--- src/design/bsa_pkg.sv ---
// Shared constants, codes and types of the banker's safety allocator.
package bsa_pkg;

  localparam int unsigned NUM_CLIENTS_DEF = 5;
  localparam int unsigned NUM_TYPES_DEF   = 3;
  localparam int unsigned COUNT_BITS_DEF  = 8;

  localparam int unsigned MAX_TYPES   = 3;
  localparam int unsigned FIELD_BITS  = 8;
  localparam int unsigned INDEX_BITS  = 3;
  localparam int unsigned ACTION_BITS = 2;
  localparam int unsigned STATUS_BITS = 3;

  localparam logic [ACTION_BITS-1:0] ACT_LOAD    = 2'd0;
  localparam logic [ACTION_BITS-1:0] ACT_SET     = 2'd1;
  localparam logic [ACTION_BITS-1:0] ACT_REQUEST = 2'd2;

  localparam logic [STATUS_BITS-1:0] ST_WRITTEN = 3'd0;
  localparam logic [STATUS_BITS-1:0] ST_GRANTED = 3'd1;
  localparam logic [STATUS_BITS-1:0] ST_NEED    = 3'd2;
  localparam logic [STATUS_BITS-1:0] ST_AVAIL   = 3'd3;
  localparam logic [STATUS_BITS-1:0] ST_UNSAFE  = 3'd4;
  localparam logic [STATUS_BITS-1:0] ST_BADLOAD = 3'd5;

  typedef struct packed {
    logic fin;
    logic safe;
  } scan_stat_t;

endpackage

--- src/design/bsa_req_if.sv ---
// Request channel: action, client index, amounts and held counts.
interface bsa_req_if;
  logic                                  valid;
  logic                                  ready;
  logic [bsa_pkg::ACTION_BITS-1:0]       action;
  logic [bsa_pkg::INDEX_BITS-1:0]        process_index;
  logic [bsa_pkg::FIELD_BITS-1:0]        amount_0;
  logic [bsa_pkg::FIELD_BITS-1:0]        amount_1;
  logic [bsa_pkg::FIELD_BITS-1:0]        amount_2;
  logic [bsa_pkg::FIELD_BITS-1:0]        held_0;
  logic [bsa_pkg::FIELD_BITS-1:0]        held_1;
  logic [bsa_pkg::FIELD_BITS-1:0]        held_2;

  modport source (
    output valid, action, process_index, amount_0, amount_1, amount_2,
           held_0, held_1, held_2,
    input  ready
  );
  modport sink (
    input  valid, action, process_index, amount_0, amount_1, amount_2,
           held_0, held_1, held_2,
    output ready
  );
endinterface

--- src/design/bsa_rsp_if.sv ---
// Response channel: status code and grant flag.
interface bsa_rsp_if;
  logic                            valid;
  logic                            ready;
  logic [bsa_pkg::STATUS_BITS-1:0] status;
  logic                            granted;

  modport source (output valid, status, granted, input ready);
  modport sink   (input valid, status, granted, output ready);
endinterface

--- src/design/bsa_row_mem.sv ---
// Client row memory: need and allocation per client, registered read, write forwarding.
module bsa_row_mem #(
  parameter int unsigned NUM_CLIENTS = bsa_pkg::NUM_CLIENTS_DEF,
  parameter int unsigned NUM_TYPES   = bsa_pkg::NUM_TYPES_DEF,
  parameter int unsigned COUNT_BITS  = bsa_pkg::COUNT_BITS_DEF,
  parameter int unsigned CLIENT_BITS = (NUM_CLIENTS > 1) ? $clog2(NUM_CLIENTS) : 1
) (
  input  logic                                  clk,
  input  logic                                  rst,
  input  logic                                  rd_en,
  input  logic [CLIENT_BITS-1:0]                rd_addr,
  input  logic                                  wr_en,
  input  logic [CLIENT_BITS-1:0]                wr_addr,
  input  logic [NUM_TYPES-1:0][COUNT_BITS-1:0]  wr_need,
  input  logic [NUM_TYPES-1:0][COUNT_BITS-1:0]  wr_alloc,
  output logic [NUM_TYPES-1:0][COUNT_BITS-1:0]  rd_need,
  output logic [NUM_TYPES-1:0][COUNT_BITS-1:0]  rd_alloc
);

  localparam int unsigned ROW_BITS = 2 * NUM_TYPES * COUNT_BITS;

  logic [ROW_BITS-1:0]    mem [NUM_CLIENTS];
  logic [NUM_CLIENTS-1:0] row_valid;
  logic [ROW_BITS-1:0]    rd_data;
  logic                   rd_live;
  logic                   same_row;

  assign same_row = wr_en && (wr_addr == rd_addr);

  always_ff @(posedge clk) begin
    if (wr_en) begin
      mem[wr_addr] <= {wr_need, wr_alloc};
    end
    if (rd_en) begin
      // forward a write to the row being read
      if (same_row) begin
        rd_data <= {wr_need, wr_alloc};
      end else begin
        rd_data <= mem[rd_addr];
      end
    end
  end

  always_ff @(posedge clk) begin
    if (rst) begin
      row_valid <= '0;
      rd_live   <= 1'b0;
    end else begin
      if (wr_en) begin
        row_valid[wr_addr] <= 1'b1;
      end
      if (rd_en) begin
        rd_live <= same_row || row_valid[rd_addr];
      end
    end
  end

  // a row never written reads as zero
  assign rd_need  = rd_live ? rd_data[ROW_BITS-1:ROW_BITS/2] : '0;
  assign rd_alloc = rd_live ? rd_data[ROW_BITS/2-1:0] : '0;

  a_forward: assert property (@(posedge clk) disable iff (rst)
    (rd_en && same_row) |=> (rd_need == $past(wr_need) && rd_alloc == $past(wr_alloc)))
    else $error("row memory forwarding lost a write");

endmodule

--- src/design/bsa_scan.sv ---
// Safety scan: walks client rows cyclically until all finish or a full lap makes no progress.
module bsa_scan #(
  parameter int unsigned NUM_CLIENTS = bsa_pkg::NUM_CLIENTS_DEF,
  parameter int unsigned NUM_TYPES   = bsa_pkg::NUM_TYPES_DEF,
  parameter int unsigned COUNT_BITS  = bsa_pkg::COUNT_BITS_DEF,
  parameter int unsigned CLIENT_BITS = (NUM_CLIENTS > 1) ? $clog2(NUM_CLIENTS) : 1
) (
  input  logic                                  clk,
  input  logic                                  rst,
  input  logic                                  start,
  input  logic [NUM_TYPES-1:0][COUNT_BITS-1:0]  start_avail,
  input  logic [NUM_TYPES-1:0][COUNT_BITS-1:0]  rd_need,
  input  logic [NUM_TYPES-1:0][COUNT_BITS-1:0]  rd_alloc,
  output logic                                  rd_en,
  output logic [CLIENT_BITS-1:0]                rd_addr,
  output bsa_pkg::scan_stat_t                   stat
);

  localparam int unsigned EXT_BITS   = $clog2(NUM_CLIENTS + 1);
  localparam int unsigned WORK_BITS  = COUNT_BITS + EXT_BITS;
  localparam int unsigned STALE_BITS = $clog2(NUM_CLIENTS + 1);
  localparam logic [CLIENT_BITS-1:0] LAST_CLIENT = CLIENT_BITS'(NUM_CLIENTS - 1);
  localparam logic [STALE_BITS-1:0]  STALE_LAST  = STALE_BITS'(NUM_CLIENTS - 1);

  logic                                 busy;
  logic                                 pend;
  logic [CLIENT_BITS-1:0]               ptr;
  logic [CLIENT_BITS-1:0]               eval_idx;
  logic [STALE_BITS-1:0]                stale;
  logic [NUM_CLIENTS-1:0]               done;
  logic [NUM_CLIENTS-1:0]               done_set;
  logic [NUM_TYPES-1:0][WORK_BITS-1:0]  work;
  logic [NUM_TYPES-1:0][WORK_BITS-1:0]  work_sum;
  logic                                 fits;
  logic                                 finish_safe;
  logic                                 finish_unsafe;
  logic                                 fin;
  logic                                 safe;

  assign rd_en   = busy;
  assign rd_addr = ptr;
  assign stat    = '{fin: fin, safe: safe};

  always_comb begin
    fits     = !done[eval_idx];
    done_set = done;
    done_set[eval_idx] = 1'b1;
    for (int t = 0; t < NUM_TYPES; t++) begin
      if ({{EXT_BITS{1'b0}}, rd_need[t]} > work[t]) begin
        fits = 1'b0;
      end
      work_sum[t] = work[t] + {{EXT_BITS{1'b0}}, rd_alloc[t]};
    end
    finish_safe   = pend && fits && (&done_set);
    finish_unsafe = pend && !fits && (stale == STALE_LAST);
  end

  always_ff @(posedge clk) begin
    if (rst) begin
      busy  <= 1'b0;
      pend  <= 1'b0;
      fin   <= 1'b0;
      safe  <= 1'b0;
      ptr   <= '0;
      stale <= '0;
      done  <= '0;
    end else begin
      fin <= 1'b0;
      if (start) begin
        busy  <= 1'b1;
        pend  <= 1'b0;
        ptr   <= '0;
        stale <= '0;
        done  <= '0;
      end else if (busy) begin
        // read the next row while the previous one is evaluated
        pend     <= 1'b1;
        ptr      <= (ptr == LAST_CLIENT) ? '0 : ptr + 1'b1;
        if (pend) begin
          if (fits) begin
            done  <= done_set;
            stale <= '0;
          end else begin
            stale <= stale + 1'b1;
          end
        end
        if (finish_safe || finish_unsafe) begin
          busy <= 1'b0;
          pend <= 1'b0;
          fin  <= 1'b1;
          safe <= finish_safe;
        end
      end
    end
  end

  always_ff @(posedge clk) begin
    if (busy) begin
      eval_idx <= ptr;
    end
    if (start) begin
      for (int t = 0; t < NUM_TYPES; t++) begin
        work[t] <= {{EXT_BITS{1'b0}}, start_avail[t]};
      end
    end else if (busy && pend && fits) begin
      work <= work_sum;
    end
  end

  a_stale_bound: assert property (@(posedge clk) disable iff (rst)
    busy |-> (stale < STALE_BITS'(NUM_CLIENTS)))
    else $error("safety scan ran a full lap without stopping");

endmodule

--- src/design/bankers_safety_allocator.sv ---
// Top level: request sequencer, available vector, client row memory, safety scan, output register.
// Sequence: load, set, undefined and out-of-range requests go from EXEC to REPLY; requests over
//   need or over available go through CHECK as well; a request that passes CHECK runs the safety
//   scan in SCAN over the client rows before REPLY.
// Throughput: one item at a time; ready returns in the same cycle as the registered result goes valid.
// Reset: rst clears the available vector, the row valid bits and all control state.
module bankers_safety_allocator #(
  parameter int unsigned NUM_CLIENTS = bsa_pkg::NUM_CLIENTS_DEF,
  parameter int unsigned NUM_TYPES   = bsa_pkg::NUM_TYPES_DEF,
  parameter int unsigned COUNT_BITS  = bsa_pkg::COUNT_BITS_DEF
) (
  input  logic           clk,
  input  logic           rst,
  bsa_req_if.sink        req,
  bsa_rsp_if.source      rsp
);

  localparam int unsigned CLIENT_BITS = (NUM_CLIENTS > 1) ? $clog2(NUM_CLIENTS) : 1;
  localparam int unsigned LIM_BITS    = bsa_pkg::INDEX_BITS + 2;
  localparam int unsigned FB          = bsa_pkg::FIELD_BITS;

  typedef enum logic [4:0] {
    S_IDLE  = 5'b00001,
    S_EXEC  = 5'b00010,
    S_CHECK = 5'b00100,
    S_SCAN  = 5'b01000,
    S_REPLY = 5'b10000
  } state_t;

  typedef logic [NUM_TYPES-1:0][COUNT_BITS-1:0] vec_t;

  state_t                                state;
  state_t                                state_next;
  logic [bsa_pkg::MAX_TYPES-1:0][FB-1:0] amt_field;
  logic [bsa_pkg::MAX_TYPES-1:0][FB-1:0] held_field;
  vec_t                                  amt_in;
  vec_t                                  held_in;
  logic [bsa_pkg::ACTION_BITS-1:0]       act;
  logic [bsa_pkg::INDEX_BITS-1:0]        who;
  vec_t                                  amt;
  vec_t                                  held;
  vec_t                                  avail;
  vec_t                                  orig_need;
  vec_t                                  orig_alloc;
  logic [bsa_pkg::STATUS_BITS-1:0]       st;
  logic                                  rsp_valid;
  logic [bsa_pkg::STATUS_BITS-1:0]       rsp_status;
  logic                                  rsp_granted;
  logic                                  accept;
  logic                                  reply_load;
  logic                                  who_ok;
  logic [CLIENT_BITS+bsa_pkg::INDEX_BITS-1:0] who_ext;
  logic [CLIENT_BITS-1:0]                who_addr;
  logic                                  held_ok;
  logic                                  need_ok;
  logic                                  avail_ok;
  vec_t                                  load_need;
  vec_t                                  need_less;
  vec_t                                  alloc_more;
  vec_t                                  avail_less;
  vec_t                                  avail_more;
  logic                                  mem_rd_en;
  logic [CLIENT_BITS-1:0]                mem_rd_addr;
  logic                                  wr_en;
  vec_t                                  wr_need;
  vec_t                                  wr_alloc;
  vec_t                                  mem_need;
  vec_t                                  mem_alloc;
  logic                                  scan_start;
  logic                                  scan_rd_en;
  logic [CLIENT_BITS-1:0]                scan_rd_addr;
  bsa_pkg::scan_stat_t                   scan_stat;

  assign amt_field[0]  = req.amount_0;
  assign amt_field[1]  = req.amount_1;
  assign amt_field[2]  = req.amount_2;
  assign held_field[0] = req.held_0;
  assign held_field[1] = req.held_1;
  assign held_field[2] = req.held_2;

  // mask or widen each field to the count width
  for (genvar t = 0; t < NUM_TYPES; t++) begin : g_field
    logic [COUNT_BITS+FB-1:0] amt_ext;
    logic [COUNT_BITS+FB-1:0] held_ext;
    assign amt_ext    = {{COUNT_BITS{1'b0}}, amt_field[t]};
    assign held_ext   = {{COUNT_BITS{1'b0}}, held_field[t]};
    assign amt_in[t]  = amt_ext[COUNT_BITS-1:0];
    assign held_in[t] = held_ext[COUNT_BITS-1:0];
  end

  assign accept    = req.valid && req.ready;
  assign req.ready = (state == S_IDLE);

  assign who_ok   = {2'b00, who} < LIM_BITS'(NUM_CLIENTS);
  assign who_ext  = {{CLIENT_BITS{1'b0}}, who};
  assign who_addr = who_ext[CLIENT_BITS-1:0];

  assign reply_load = (state == S_REPLY) && (!rsp_valid || rsp.ready);

  always_comb begin
    held_ok  = 1'b1;
    need_ok  = 1'b1;
    avail_ok = 1'b1;
    for (int t = 0; t < NUM_TYPES; t++) begin
      if (held[t] > amt[t]) begin
        held_ok = 1'b0;
      end
      if (amt[t] > mem_need[t]) begin
        need_ok = 1'b0;
      end
      if (amt[t] > avail[t]) begin
        avail_ok = 1'b0;
      end
      load_need[t]  = amt[t] - held[t];
      need_less[t]  = mem_need[t] - amt[t];
      alloc_more[t] = mem_alloc[t] + amt[t];
      avail_less[t] = avail[t] - amt[t];
      avail_more[t] = avail[t] + amt[t];
    end
  end

  // row memory write port selection
  always_comb begin
    wr_en    = 1'b0;
    wr_need  = load_need;
    wr_alloc = held;
    case (state)
      S_EXEC: begin
        wr_en = (act == bsa_pkg::ACT_LOAD) && who_ok && held_ok;
      end
      S_CHECK: begin
        wr_en    = need_ok && avail_ok;
        wr_need  = need_less;
        wr_alloc = alloc_more;
      end
      S_SCAN: begin
        // roll back the tentative allocation
        wr_en    = scan_stat.fin && !scan_stat.safe;
        wr_need  = orig_need;
        wr_alloc = orig_alloc;
      end
      default: begin
        wr_en = 1'b0;
      end
    endcase
  end

  assign mem_rd_en   = ((state == S_EXEC) && (act == bsa_pkg::ACT_REQUEST) && who_ok)
                       || scan_rd_en;
  assign mem_rd_addr = (state == S_SCAN) ? scan_rd_addr : who_addr;
  assign scan_start  = (state == S_CHECK) && need_ok && avail_ok;

  always_comb begin
    state_next = state;
    case (state)
      S_IDLE: begin
        if (accept) begin
          state_next = S_EXEC;
        end
      end
      S_EXEC: begin
        if ((act == bsa_pkg::ACT_REQUEST) && who_ok) begin
          state_next = S_CHECK;
        end else begin
          state_next = S_REPLY;
        end
      end
      S_CHECK: begin
        state_next = scan_start ? S_SCAN : S_REPLY;
      end
      S_SCAN: begin
        if (scan_stat.fin) begin
          state_next = S_REPLY;
        end
      end
      S_REPLY: begin
        if (reply_load) begin
          state_next = S_IDLE;
        end
      end
      default: begin
        state_next = S_IDLE;
      end
    endcase
  end

  always_ff @(posedge clk) begin
    if (rst) begin
      state     <= S_IDLE;
      avail     <= '0;
      rsp_valid <= 1'b0;
    end else begin
      state <= state_next;
      if ((state == S_EXEC) && (act == bsa_pkg::ACT_SET)) begin
        avail <= amt;
      end else if (scan_start) begin
        avail <= avail_less;
      end else if ((state == S_SCAN) && scan_stat.fin && !scan_stat.safe) begin
        avail <= avail_more;
      end
      if (reply_load) begin
        rsp_valid <= 1'b1;
      end else if (rsp.ready) begin
        rsp_valid <= 1'b0;
      end
    end
  end

  always_ff @(posedge clk) begin
    if (accept) begin
      act  <= req.action;
      who  <= req.process_index;
      amt  <= amt_in;
      held <= held_in;
    end
    case (state)
      S_EXEC: begin
        case (act)
          bsa_pkg::ACT_LOAD:    st <= (who_ok && held_ok) ? bsa_pkg::ST_WRITTEN
                                                          : bsa_pkg::ST_BADLOAD;
          bsa_pkg::ACT_SET:     st <= bsa_pkg::ST_WRITTEN;
          bsa_pkg::ACT_REQUEST: st <= bsa_pkg::ST_NEED;
          default:              st <= bsa_pkg::ST_BADLOAD;
        endcase
      end
      S_CHECK: begin
        orig_need  <= mem_need;
        orig_alloc <= mem_alloc;
        if (!need_ok) begin
          st <= bsa_pkg::ST_NEED;
        end else if (!avail_ok) begin
          st <= bsa_pkg::ST_AVAIL;
        end
      end
      S_SCAN: begin
        if (scan_stat.fin) begin
          st <= scan_stat.safe ? bsa_pkg::ST_GRANTED : bsa_pkg::ST_UNSAFE;
        end
      end
      default: begin
        st <= st;
      end
    endcase
    if (reply_load) begin
      rsp_status  <= st;
      rsp_granted <= (st == bsa_pkg::ST_GRANTED);
    end
  end

  assign rsp.valid   = rsp_valid;
  assign rsp.status  = rsp_status;
  assign rsp.granted = rsp_granted;

  bsa_row_mem #(
    .NUM_CLIENTS (NUM_CLIENTS),
    .NUM_TYPES   (NUM_TYPES),
    .COUNT_BITS  (COUNT_BITS),
    .CLIENT_BITS (CLIENT_BITS)
  ) u_row_mem (
    .clk      (clk),
    .rst      (rst),
    .rd_en    (mem_rd_en),
    .rd_addr  (mem_rd_addr),
    .wr_en    (wr_en),
    .wr_addr  (who_addr),
    .wr_need  (wr_need),
    .wr_alloc (wr_alloc),
    .rd_need  (mem_need),
    .rd_alloc (mem_alloc)
  );

  bsa_scan #(
    .NUM_CLIENTS (NUM_CLIENTS),
    .NUM_TYPES   (NUM_TYPES),
    .COUNT_BITS  (COUNT_BITS),
    .CLIENT_BITS (CLIENT_BITS)
  ) u_scan (
    .clk         (clk),
    .rst         (rst),
    .start       (scan_start),
    .start_avail (avail_less),
    .rd_need     (mem_need),
    .rd_alloc    (mem_alloc),
    .rd_en       (scan_rd_en),
    .rd_addr     (scan_rd_addr),
    .stat        (scan_stat)
  );

  a_no_write_in_scan: assert property (@(posedge clk) disable iff (rst)
    ((state == S_SCAN) && !scan_stat.fin) |-> !wr_en)
    else $error("row write while the safety scan reads the table");

  a_scan_holds: assert property (@(posedge clk) disable iff (rst)
    ((state == S_SCAN) && !scan_stat.fin) |=> (state == S_SCAN))
    else $error("sequencer left the scan before it finished");

  a_grant_code: assert property (@(posedge clk) disable iff (rst)
    (rsp_valid && rsp_granted) |-> (rsp_status == bsa_pkg::ST_GRANTED))
    else $error("grant flag without granted status");

endmodule
--- src/flat_wrapper.sv ---
// flat-port wrapper written by rule: the top's interface ports become plain ports
module bankers_safety_allocator_flat 
#(
  parameter int unsigned NUM_CLIENTS = bsa_pkg::NUM_CLIENTS_DEF,
  parameter int unsigned NUM_TYPES   = bsa_pkg::NUM_TYPES_DEF,
  parameter int unsigned COUNT_BITS  = bsa_pkg::COUNT_BITS_DEF
)
  (clk, rst, req_valid, req_action, req_process_index, req_amount_0, req_amount_1, req_amount_2, req_held_0, req_held_1, req_held_2, req_ready, rsp_valid, rsp_status, rsp_granted, rsp_ready);
  bsa_req_if req_i ();
  bsa_rsp_if rsp_i ();
  input  logic clk;
  input  logic rst;
  input wire logic [$bits(req_i.valid)-1:0] req_valid;
  input wire logic [$bits(req_i.action)-1:0] req_action;
  input wire logic [$bits(req_i.process_index)-1:0] req_process_index;
  input wire logic [$bits(req_i.amount_0)-1:0] req_amount_0;
  input wire logic [$bits(req_i.amount_1)-1:0] req_amount_1;
  input wire logic [$bits(req_i.amount_2)-1:0] req_amount_2;
  input wire logic [$bits(req_i.held_0)-1:0] req_held_0;
  input wire logic [$bits(req_i.held_1)-1:0] req_held_1;
  input wire logic [$bits(req_i.held_2)-1:0] req_held_2;
  output wire logic [$bits(req_i.ready)-1:0] req_ready;
  output wire logic [$bits(rsp_i.valid)-1:0] rsp_valid;
  output wire logic [$bits(rsp_i.status)-1:0] rsp_status;
  output wire logic [$bits(rsp_i.granted)-1:0] rsp_granted;
  input wire logic [$bits(rsp_i.ready)-1:0] rsp_ready;
  assign req_i.valid = req_valid;
  assign req_i.action = req_action;
  assign req_i.process_index = req_process_index;
  assign req_i.amount_0 = req_amount_0;
  assign req_i.amount_1 = req_amount_1;
  assign req_i.amount_2 = req_amount_2;
  assign req_i.held_0 = req_held_0;
  assign req_i.held_1 = req_held_1;
  assign req_i.held_2 = req_held_2;
  assign req_ready = req_i.ready;
  assign rsp_valid = rsp_i.valid;
  assign rsp_status = rsp_i.status;
  assign rsp_granted = rsp_i.granted;
  assign rsp_i.ready = rsp_ready;
  bankers_safety_allocator #(.NUM_CLIENTS(NUM_CLIENTS), .NUM_TYPES(NUM_TYPES), .COUNT_BITS(COUNT_BITS)) u_core (.clk(clk), .rst(rst), .req(req_i), .rsp(rsp_i));
endmodule
--- config.mk ---
export PLATFORM = sky130hd
export DESIGN_NAME = bankers_safety_allocator_flat
export DESIGN_NICKNAME = d
export VERILOG_FILES = /design/src/design/bsa_pkg.sv /design/src/design/bsa_req_if.sv /design/src/design/bsa_rsp_if.sv /design/src/design/bsa_row_mem.sv /design/src/design/bsa_scan.sv /design/src/design/bankers_safety_allocator.sv /design/src/flat_wrapper.sv
export SDC_FILE = /design/constraint.sdc
export NUM_CORES = 1
export LEC_CHECK = 0
export BUFFER_PORTS_ARGS = -buffer_cell sky130_fd_sc_hd__buf_2
export CORE_MARGIN = 8
export CORE_UTILIZATION = 47
export CTS_BUF_LIST = sky130_fd_sc_hd__clkbuf_2 sky130_fd_sc_hd__clkbuf_4 sky130_fd_sc_hd__clkbuf_8
export DETAILED_ROUTE_END_ITERATION = 7
export PLACE_DENSITY = 0.74
export SETUP_SLACK_MARGIN = 0.02
export SLEW_MARGIN = 20
export SYNTH_ARGS = -nofsm -noshare
export SYNTH_HDL_FRONTEND = slang
export SYNTH_HIERARCHICAL = 1
export SYNTH_SLANG_ARGS = --single-unit
--- constraint.sdc ---
create_clock -name clk -period 14.15 [get_ports clk]
set_clock_uncertainty 0.15 [all_clocks]
set_input_delay 2.83 -clock clk [delete_from_list [all_inputs] [get_ports clk]]
set_output_delay 2.83 -clock clk [all_outputs]
set_load 0.05 [all_outputs]
==> impl_metrics.tcl, run 1 <==
set metrics [dict create \
    synthArstFlopShare_pct 0 \
    die_w_um 251 \
    vias 16700 \
    core_um2 54800 \
    ctsLongestPathBuffers 3 \
    grt_pass1_vias 16700 \
    ir_drop_mv 0.0627 \
    setup_viol 0 \
    final_util_pct 52.0 \
    hold_path_class "reg2reg" \
    worstMarginPinSlew_ps 1090 \
    final_nets 2290 \
    slowest_stage "nor4bb_4" \
    path_delay_family "compound AO/OA/AOI/OAI gates" \
    cts_buffers 80 \
    synth-seq-cells 483 \
    grt_max_degree 72 \
    ys_top_cells_by_area "edfxtp_1, ha_1, dfxtp_1, mux4_2, mux2_4" \
    post-cts-setup-buffers 0 \
    drv_cap 0 \
    slowest_delay_ps 870 \
    synth_nets 2203 \
    synth_area_per_cell_um2 13.2 \
    p_leak_nw 11.1 \
    synth.distinct_cells 89 \
    grt_usage_pct 19.2 \
    path_cells "buf_4, and2_1, inv_1, ha_1, inv_2, fa_1, a211oi_1, o21bai_1, a21oi_2, a2111oi_2, nand2_4, inv_4, nor2_1, o21ai_0, nor4bb_4, buf_4" \
    cp_common_cell "buf_4" \
    firstDrtPassIters 8 \
    timing.slew.headroom_pct 26.9 \
    cp-end-kind "flop" \
    fmax_ghz 0.163 \
    path_buf_inv 5 \
    antenna_left 0 \
    cts.clk_slew.worst_paths_ps 60 \
    cts_num_sinks 483 \
    totalWireLength_um 61200 \
    cellPowerDensity_nw_per_um2 111 \
    initial_core_util_pct 47.2 \
    final_area_um2 28500 \
    yosysMostFrequentCell "edfxtp_1" \
    crit_path_start_kind "flop" \
    synth-seq-area-share_pct 53.8 \
    cp_max_fo 37 \
    num_rows 86 \
    path_class "reg2reg" \
    drive_gt1_share_pct 19.5 \
    drt_iter0_markers 1588 \
    drc 0 \
    rrSetupSlack_ps 8020 \
    gp_congestion 0.895 \
    synth_cells 1958 \
    wl_per_cell_um 21.7 \
    place_area_um2 26800 \
    die_area_um2 62800 \
    synthesis.area_um2 25800 \
    dp_hpwl_um 42400 \
    timing.hold.ws_ps 305 \
    via_per_inst 5.92 \
    finalCriticalPeriod_ps 6130 \
    clock_latency_ps 680 \
    period_share_pct 43.3 \
    synth_top_area_cell "edfxtp_1" \
    worst_ep_required_time_ps 14280 \
    hold_viol 0 \
    synth_commonest_cells "edfxtp_1, ha_1, inv_1" \
    num_io_pins 63 \
    yosysTopAreaCellShare_pct 49.1 \
    grt_pass1_wl_um 95300 \
    setup_tns_ps 0 \
    status "finished clean" \
    clockRootBuffer "clkbuf_8" \
    antenna_found_initial 1 \
    syn2layout_area_growth_pct 10.1 \
    h-tree-depth 3 \
    synth-main-ff-cell "edfxtp_1" \
    critPathArrivalTime_ps 6270 \
    cts_resized 0 \
    rsz0062_at_grt "false" \
    yosys_warnings 6 \
    final_max_slew_viol_count 0 \
    synth_edf_count 423 \
    dieHeight_um 251 \
    overflow 0 \
    io_buffers 62 \
    cts-hold-fix-buffers 0 \
    cts_tree "built" \
]
flip-flops by register name, summed over array words and instances, names as in the netlist, 5 cells and up:
signal	count
u_core/u_scan/done	5
u_core/u_row_mem/row_valid	5
u_core/orig_need	24
u_core/state	5
u_core/u_scan/work	33
u_core/u_row_mem/mem	240
u_core/amt	24
u_core/u_row_mem/rd_data	48
u_core/orig_alloc	24
u_core/held	24
u_core/avail	24
metal layers:
layer	vias up	wire (um)	track usage [%]
met3	94	4930	3.99
li1	7632	-	-
met1	8262	27500	27.5
met4	0	1520	6.04
met5	-	0	0
met2	668	27200	29.1
power by group:
group | switching [mW] | leakage (nW) | internal (mW)
logic | 0.184 | 5.96 | 0.127
clock network | 0.583 | 0.854 | 0.669
registers | 0.0233 | 4.32 | 1.59
through the flow:
step           setup slack [ps]  power (mW)  std cells
2_1_floorplan              5670        1.85       1958
3_3_place_gp               8320        1.93       2667
3_5_place_dp               8170        1.94       2667
4_1_cts                    8140        3.21       2813
5_1_grt                    7770        3.29       2814
6_report                   8020        3.17       2814
area by class of cell:
type	instances	area, um2
Tap cell	704	881
Inverter	122	460
Timing Repair Buffer	85	483
Clock inverter	36	277
Multi-Input combinational cell	1273	11100
Clock buffer	110	1360
Fill cell	4488	26300
Sequential cell	483	13900
Antenna cell	1	2.50
path summary, 6_finish.rpt:
path,start,endpoint,cells past startpoint
max,u_core/u_row_mem/rd_live,u_core/u_row_mem/mem[4][0],16
min,u_core/st[2],u_core/rsp.status[2],0
max reg2reg,u_core/u_row_mem/rd_live,u_core/u_row_mem/mem[4][0],16
min reg2reg,u_core/st[2],u_core/rsp.status[2],0
placed cells by master (no fill, tap or decap), drive strengths merged, types with 49 or more instances in the layout:
cell type  instances
a21o              53
a21oi             77
and2              51
buf               85
clkbuf           110
dfxtp             60
edfxtp           423
ha               170
inv              125
mux2             106
mux4              49
nand2             99
nor2              89
o21ai             91
cells by family (layout without fill, tap and decap cells):
logic type	Yosys count	count (layout)	share of synthesized area [%]
mux	161	161	9.83
flops	483	483	53.8
fa+ha+maj	188	188	9.62
compound gates	451	451	12.4
other cells	0	1	0
xor+xnor	89	89	3.02
simple gates	384	384	7.75
buf+inv	202	353	3.63
Note: power is estimated with default switching activity, not from simulation.
==> run 2: changes to the inputs <==
Clock period 14.15 ns to 5.7 ns, I/O delays scaled along.
==> impl_metrics.tcl, run 2 (same netlist as run 1, synthesis figures left out) <==
set metrics [dict create \
    die_area_um2 62800 \
    cts-hold-fix-buffers 0 \
    io_buffers 62 \
    placedCellCount 2675 \
    n_fill_cell 4447 \
    wl_per_cell_um 22.0 \
    clockRootBuffer "clkbuf_8" \
    cts_resized 0 \
    drive_gt1_share_pct 20.4 \
    syn2layout_area_growth_pct 10.8 \
    setup_viol 0 \
    totalWireLength_um 62200 \
    hold_viol 0 \
    hold_path_class "reg2reg" \
    gp_congestion 0.923 \
    num_rows 86 \
    dr_wl_met2_um 26900 \
    p_leak_nw 11.2 \
    antenna_left 0 \
    finalCriticalPeriod_ps 5150 \
    grt_usage_pct 19.6 \
    initial_core_util_pct 47.2 \
    cts_num_sinks 483 \
    drt_iter0_markers 1578 \
    cts.clk_slew.worst_paths_ps 50 \
    status "finished clean" \
    timing.slew.headroom_pct 25.1 \
    cp_max_fo 35 \
    post-cts-setup-buffers 0 \
    vias 16600 \
    grt_max_degree 91 \
    ir_drop_mv 0.150 \
    layout.cells.non_filler 2825 \
    cts_buffers 82 \
    dp_hpwl_um 43700 \
    die_w_um 251 \
    ctsLongestPathBuffers 3 \
    antenna_found_initial 1 \
    cp-end-kind "flop" \
    met3_length_um 4790 \
    core_um2 54800 \
    final_common_cell "edfxtp_1" \
    rsz0062_at_grt "false" \
    drv_cap 0 \
    drt-met1-wl_um 28600 \
    h-tree-depth 3 \
    fmax_ghz 0.194 \
    overflow 0 \
    grt_pass1_vias 16800 \
    drc 0 \
    mostFrequentLayoutCells "edfxtp_1, ha_1, inv_1" \
    final_util_pct 52.3 \
    worst_ep_required_time_ps 5880 \
    via_per_inst 5.89 \
    clock_latency_ps 670 \
    top_layer "met4" \
    critPathArrivalTime_ps 5340 \
    final_max_slew_viol_count 0 \
    max_flop_register "u_core/u_row_mem/mem" \
    largest_reg_flops 240 \
    final_nets 2300 \
    num_io_pins 63 \
    rrSetupSlack_ps 550 \
    period_share_pct 90.4 \
    worstMarginPinSlew_ps 1110 \
    crit_path_start_kind "flop" \
    firstDrtPassIters 6 \
    cellPowerDensity_nw_per_um2 277 \
    reg_top3 "u_core/u_row_mem/mem: 240 flops, u_core/u_row_mem/rd_data: 48 flops, u_core/u_scan/work: 33 flops" \
    grt_pass1_wl_um 96300 \
    path_class "reg2reg" \
    cts_tree "built" \
    dieHeight_um 251 \
]
[run 2: cell types whose count changed in the layout (fill, tap and decap cells not counted), moves of 2 or more]
cell,change
buf_12,+4
buf_4,+4
bufinv_16,-2
clkbuf_4,+9
clkbuf_8,+9
clkinv_1,-11
clkinv_2,+2
clkinv_8,-2
inv_8,+2
[run 2: layout make-up]
cell class / instances / area (um2) / share of cell area [%]
sequential: 483 / 13900 / 48.6
clock buffer: 128 / 1550 / 5.41
timing repair buffer: 93 / 593 / 2.07
clock inverter: 21 / 134 / 0.468
tap: 704 / 881 / 3.08
inverter: 122 / 460 / 1.61
multi-input combinational: 1273 / 11100 / 38.8
antenna: 1 / 2.50 / 0.00874
[run 2: through the flow]
stage	power (mW)	setup TNS [ps]	cell area, um2	setup WS, ps	hold slack (ps)
5_1_grt	8.24	0	28600	224	325
2_1_floorplan	4.60	-62200	25900	-478	268
6_report	7.92	0	28600	548	309
3_5_place_dp	4.84	0	26900	610	288
3_3_place_gp	4.81	0	26900	704	277
4_1_cts	8.00	0	28600	577	315
[run 2: power breakdown]
group / switching (mW) / internal, mW / leakage [nW]
Sequential: 0.0572 / 3.94 / 4.32
Combinational: 0.466 / 0.319 / 6.01
Clock: 1.40 / 1.74 / 0.905
Total: 1.92 / 6.00 / 11.2
[run 2: final timing paths]
path                                          startpoint                           to  cells after the start
worst min-delay path                        u_core/st[0]         u_core/rsp.status[0]                      0
worst max-delay path            u_core/u_row_mem/rd_live  u_core/u_row_mem/mem[3][16]                     15
worst max register to register  u_core/u_row_mem/rd_live  u_core/u_row_mem/mem[3][16]                     15
worst min register to register              u_core/st[0]         u_core/rsp.status[0]                      0
[run 2: layer usage]
layer  up-vias  GRT usage [%]
li1       7650              -
met1      8184           28.1
met2       670           28.9
met3       122           3.96
met4         0           7.93
met5         -              0
[run 2: worst max-delay path, cell delays in order (launching register included)]
cell and delay, ps:
dfxtp_1 870, and2_1 290, inv_1 60, ha_1 170
inv_1 80, fa_1 230, a211oi_1 130, nor3_2 240
o221ai_2 170, a2111oi_2 600, nand2_4 230, inv_4 90
nor2_1 80, o21ai_0 400, and4b_2 680, buf_12 290
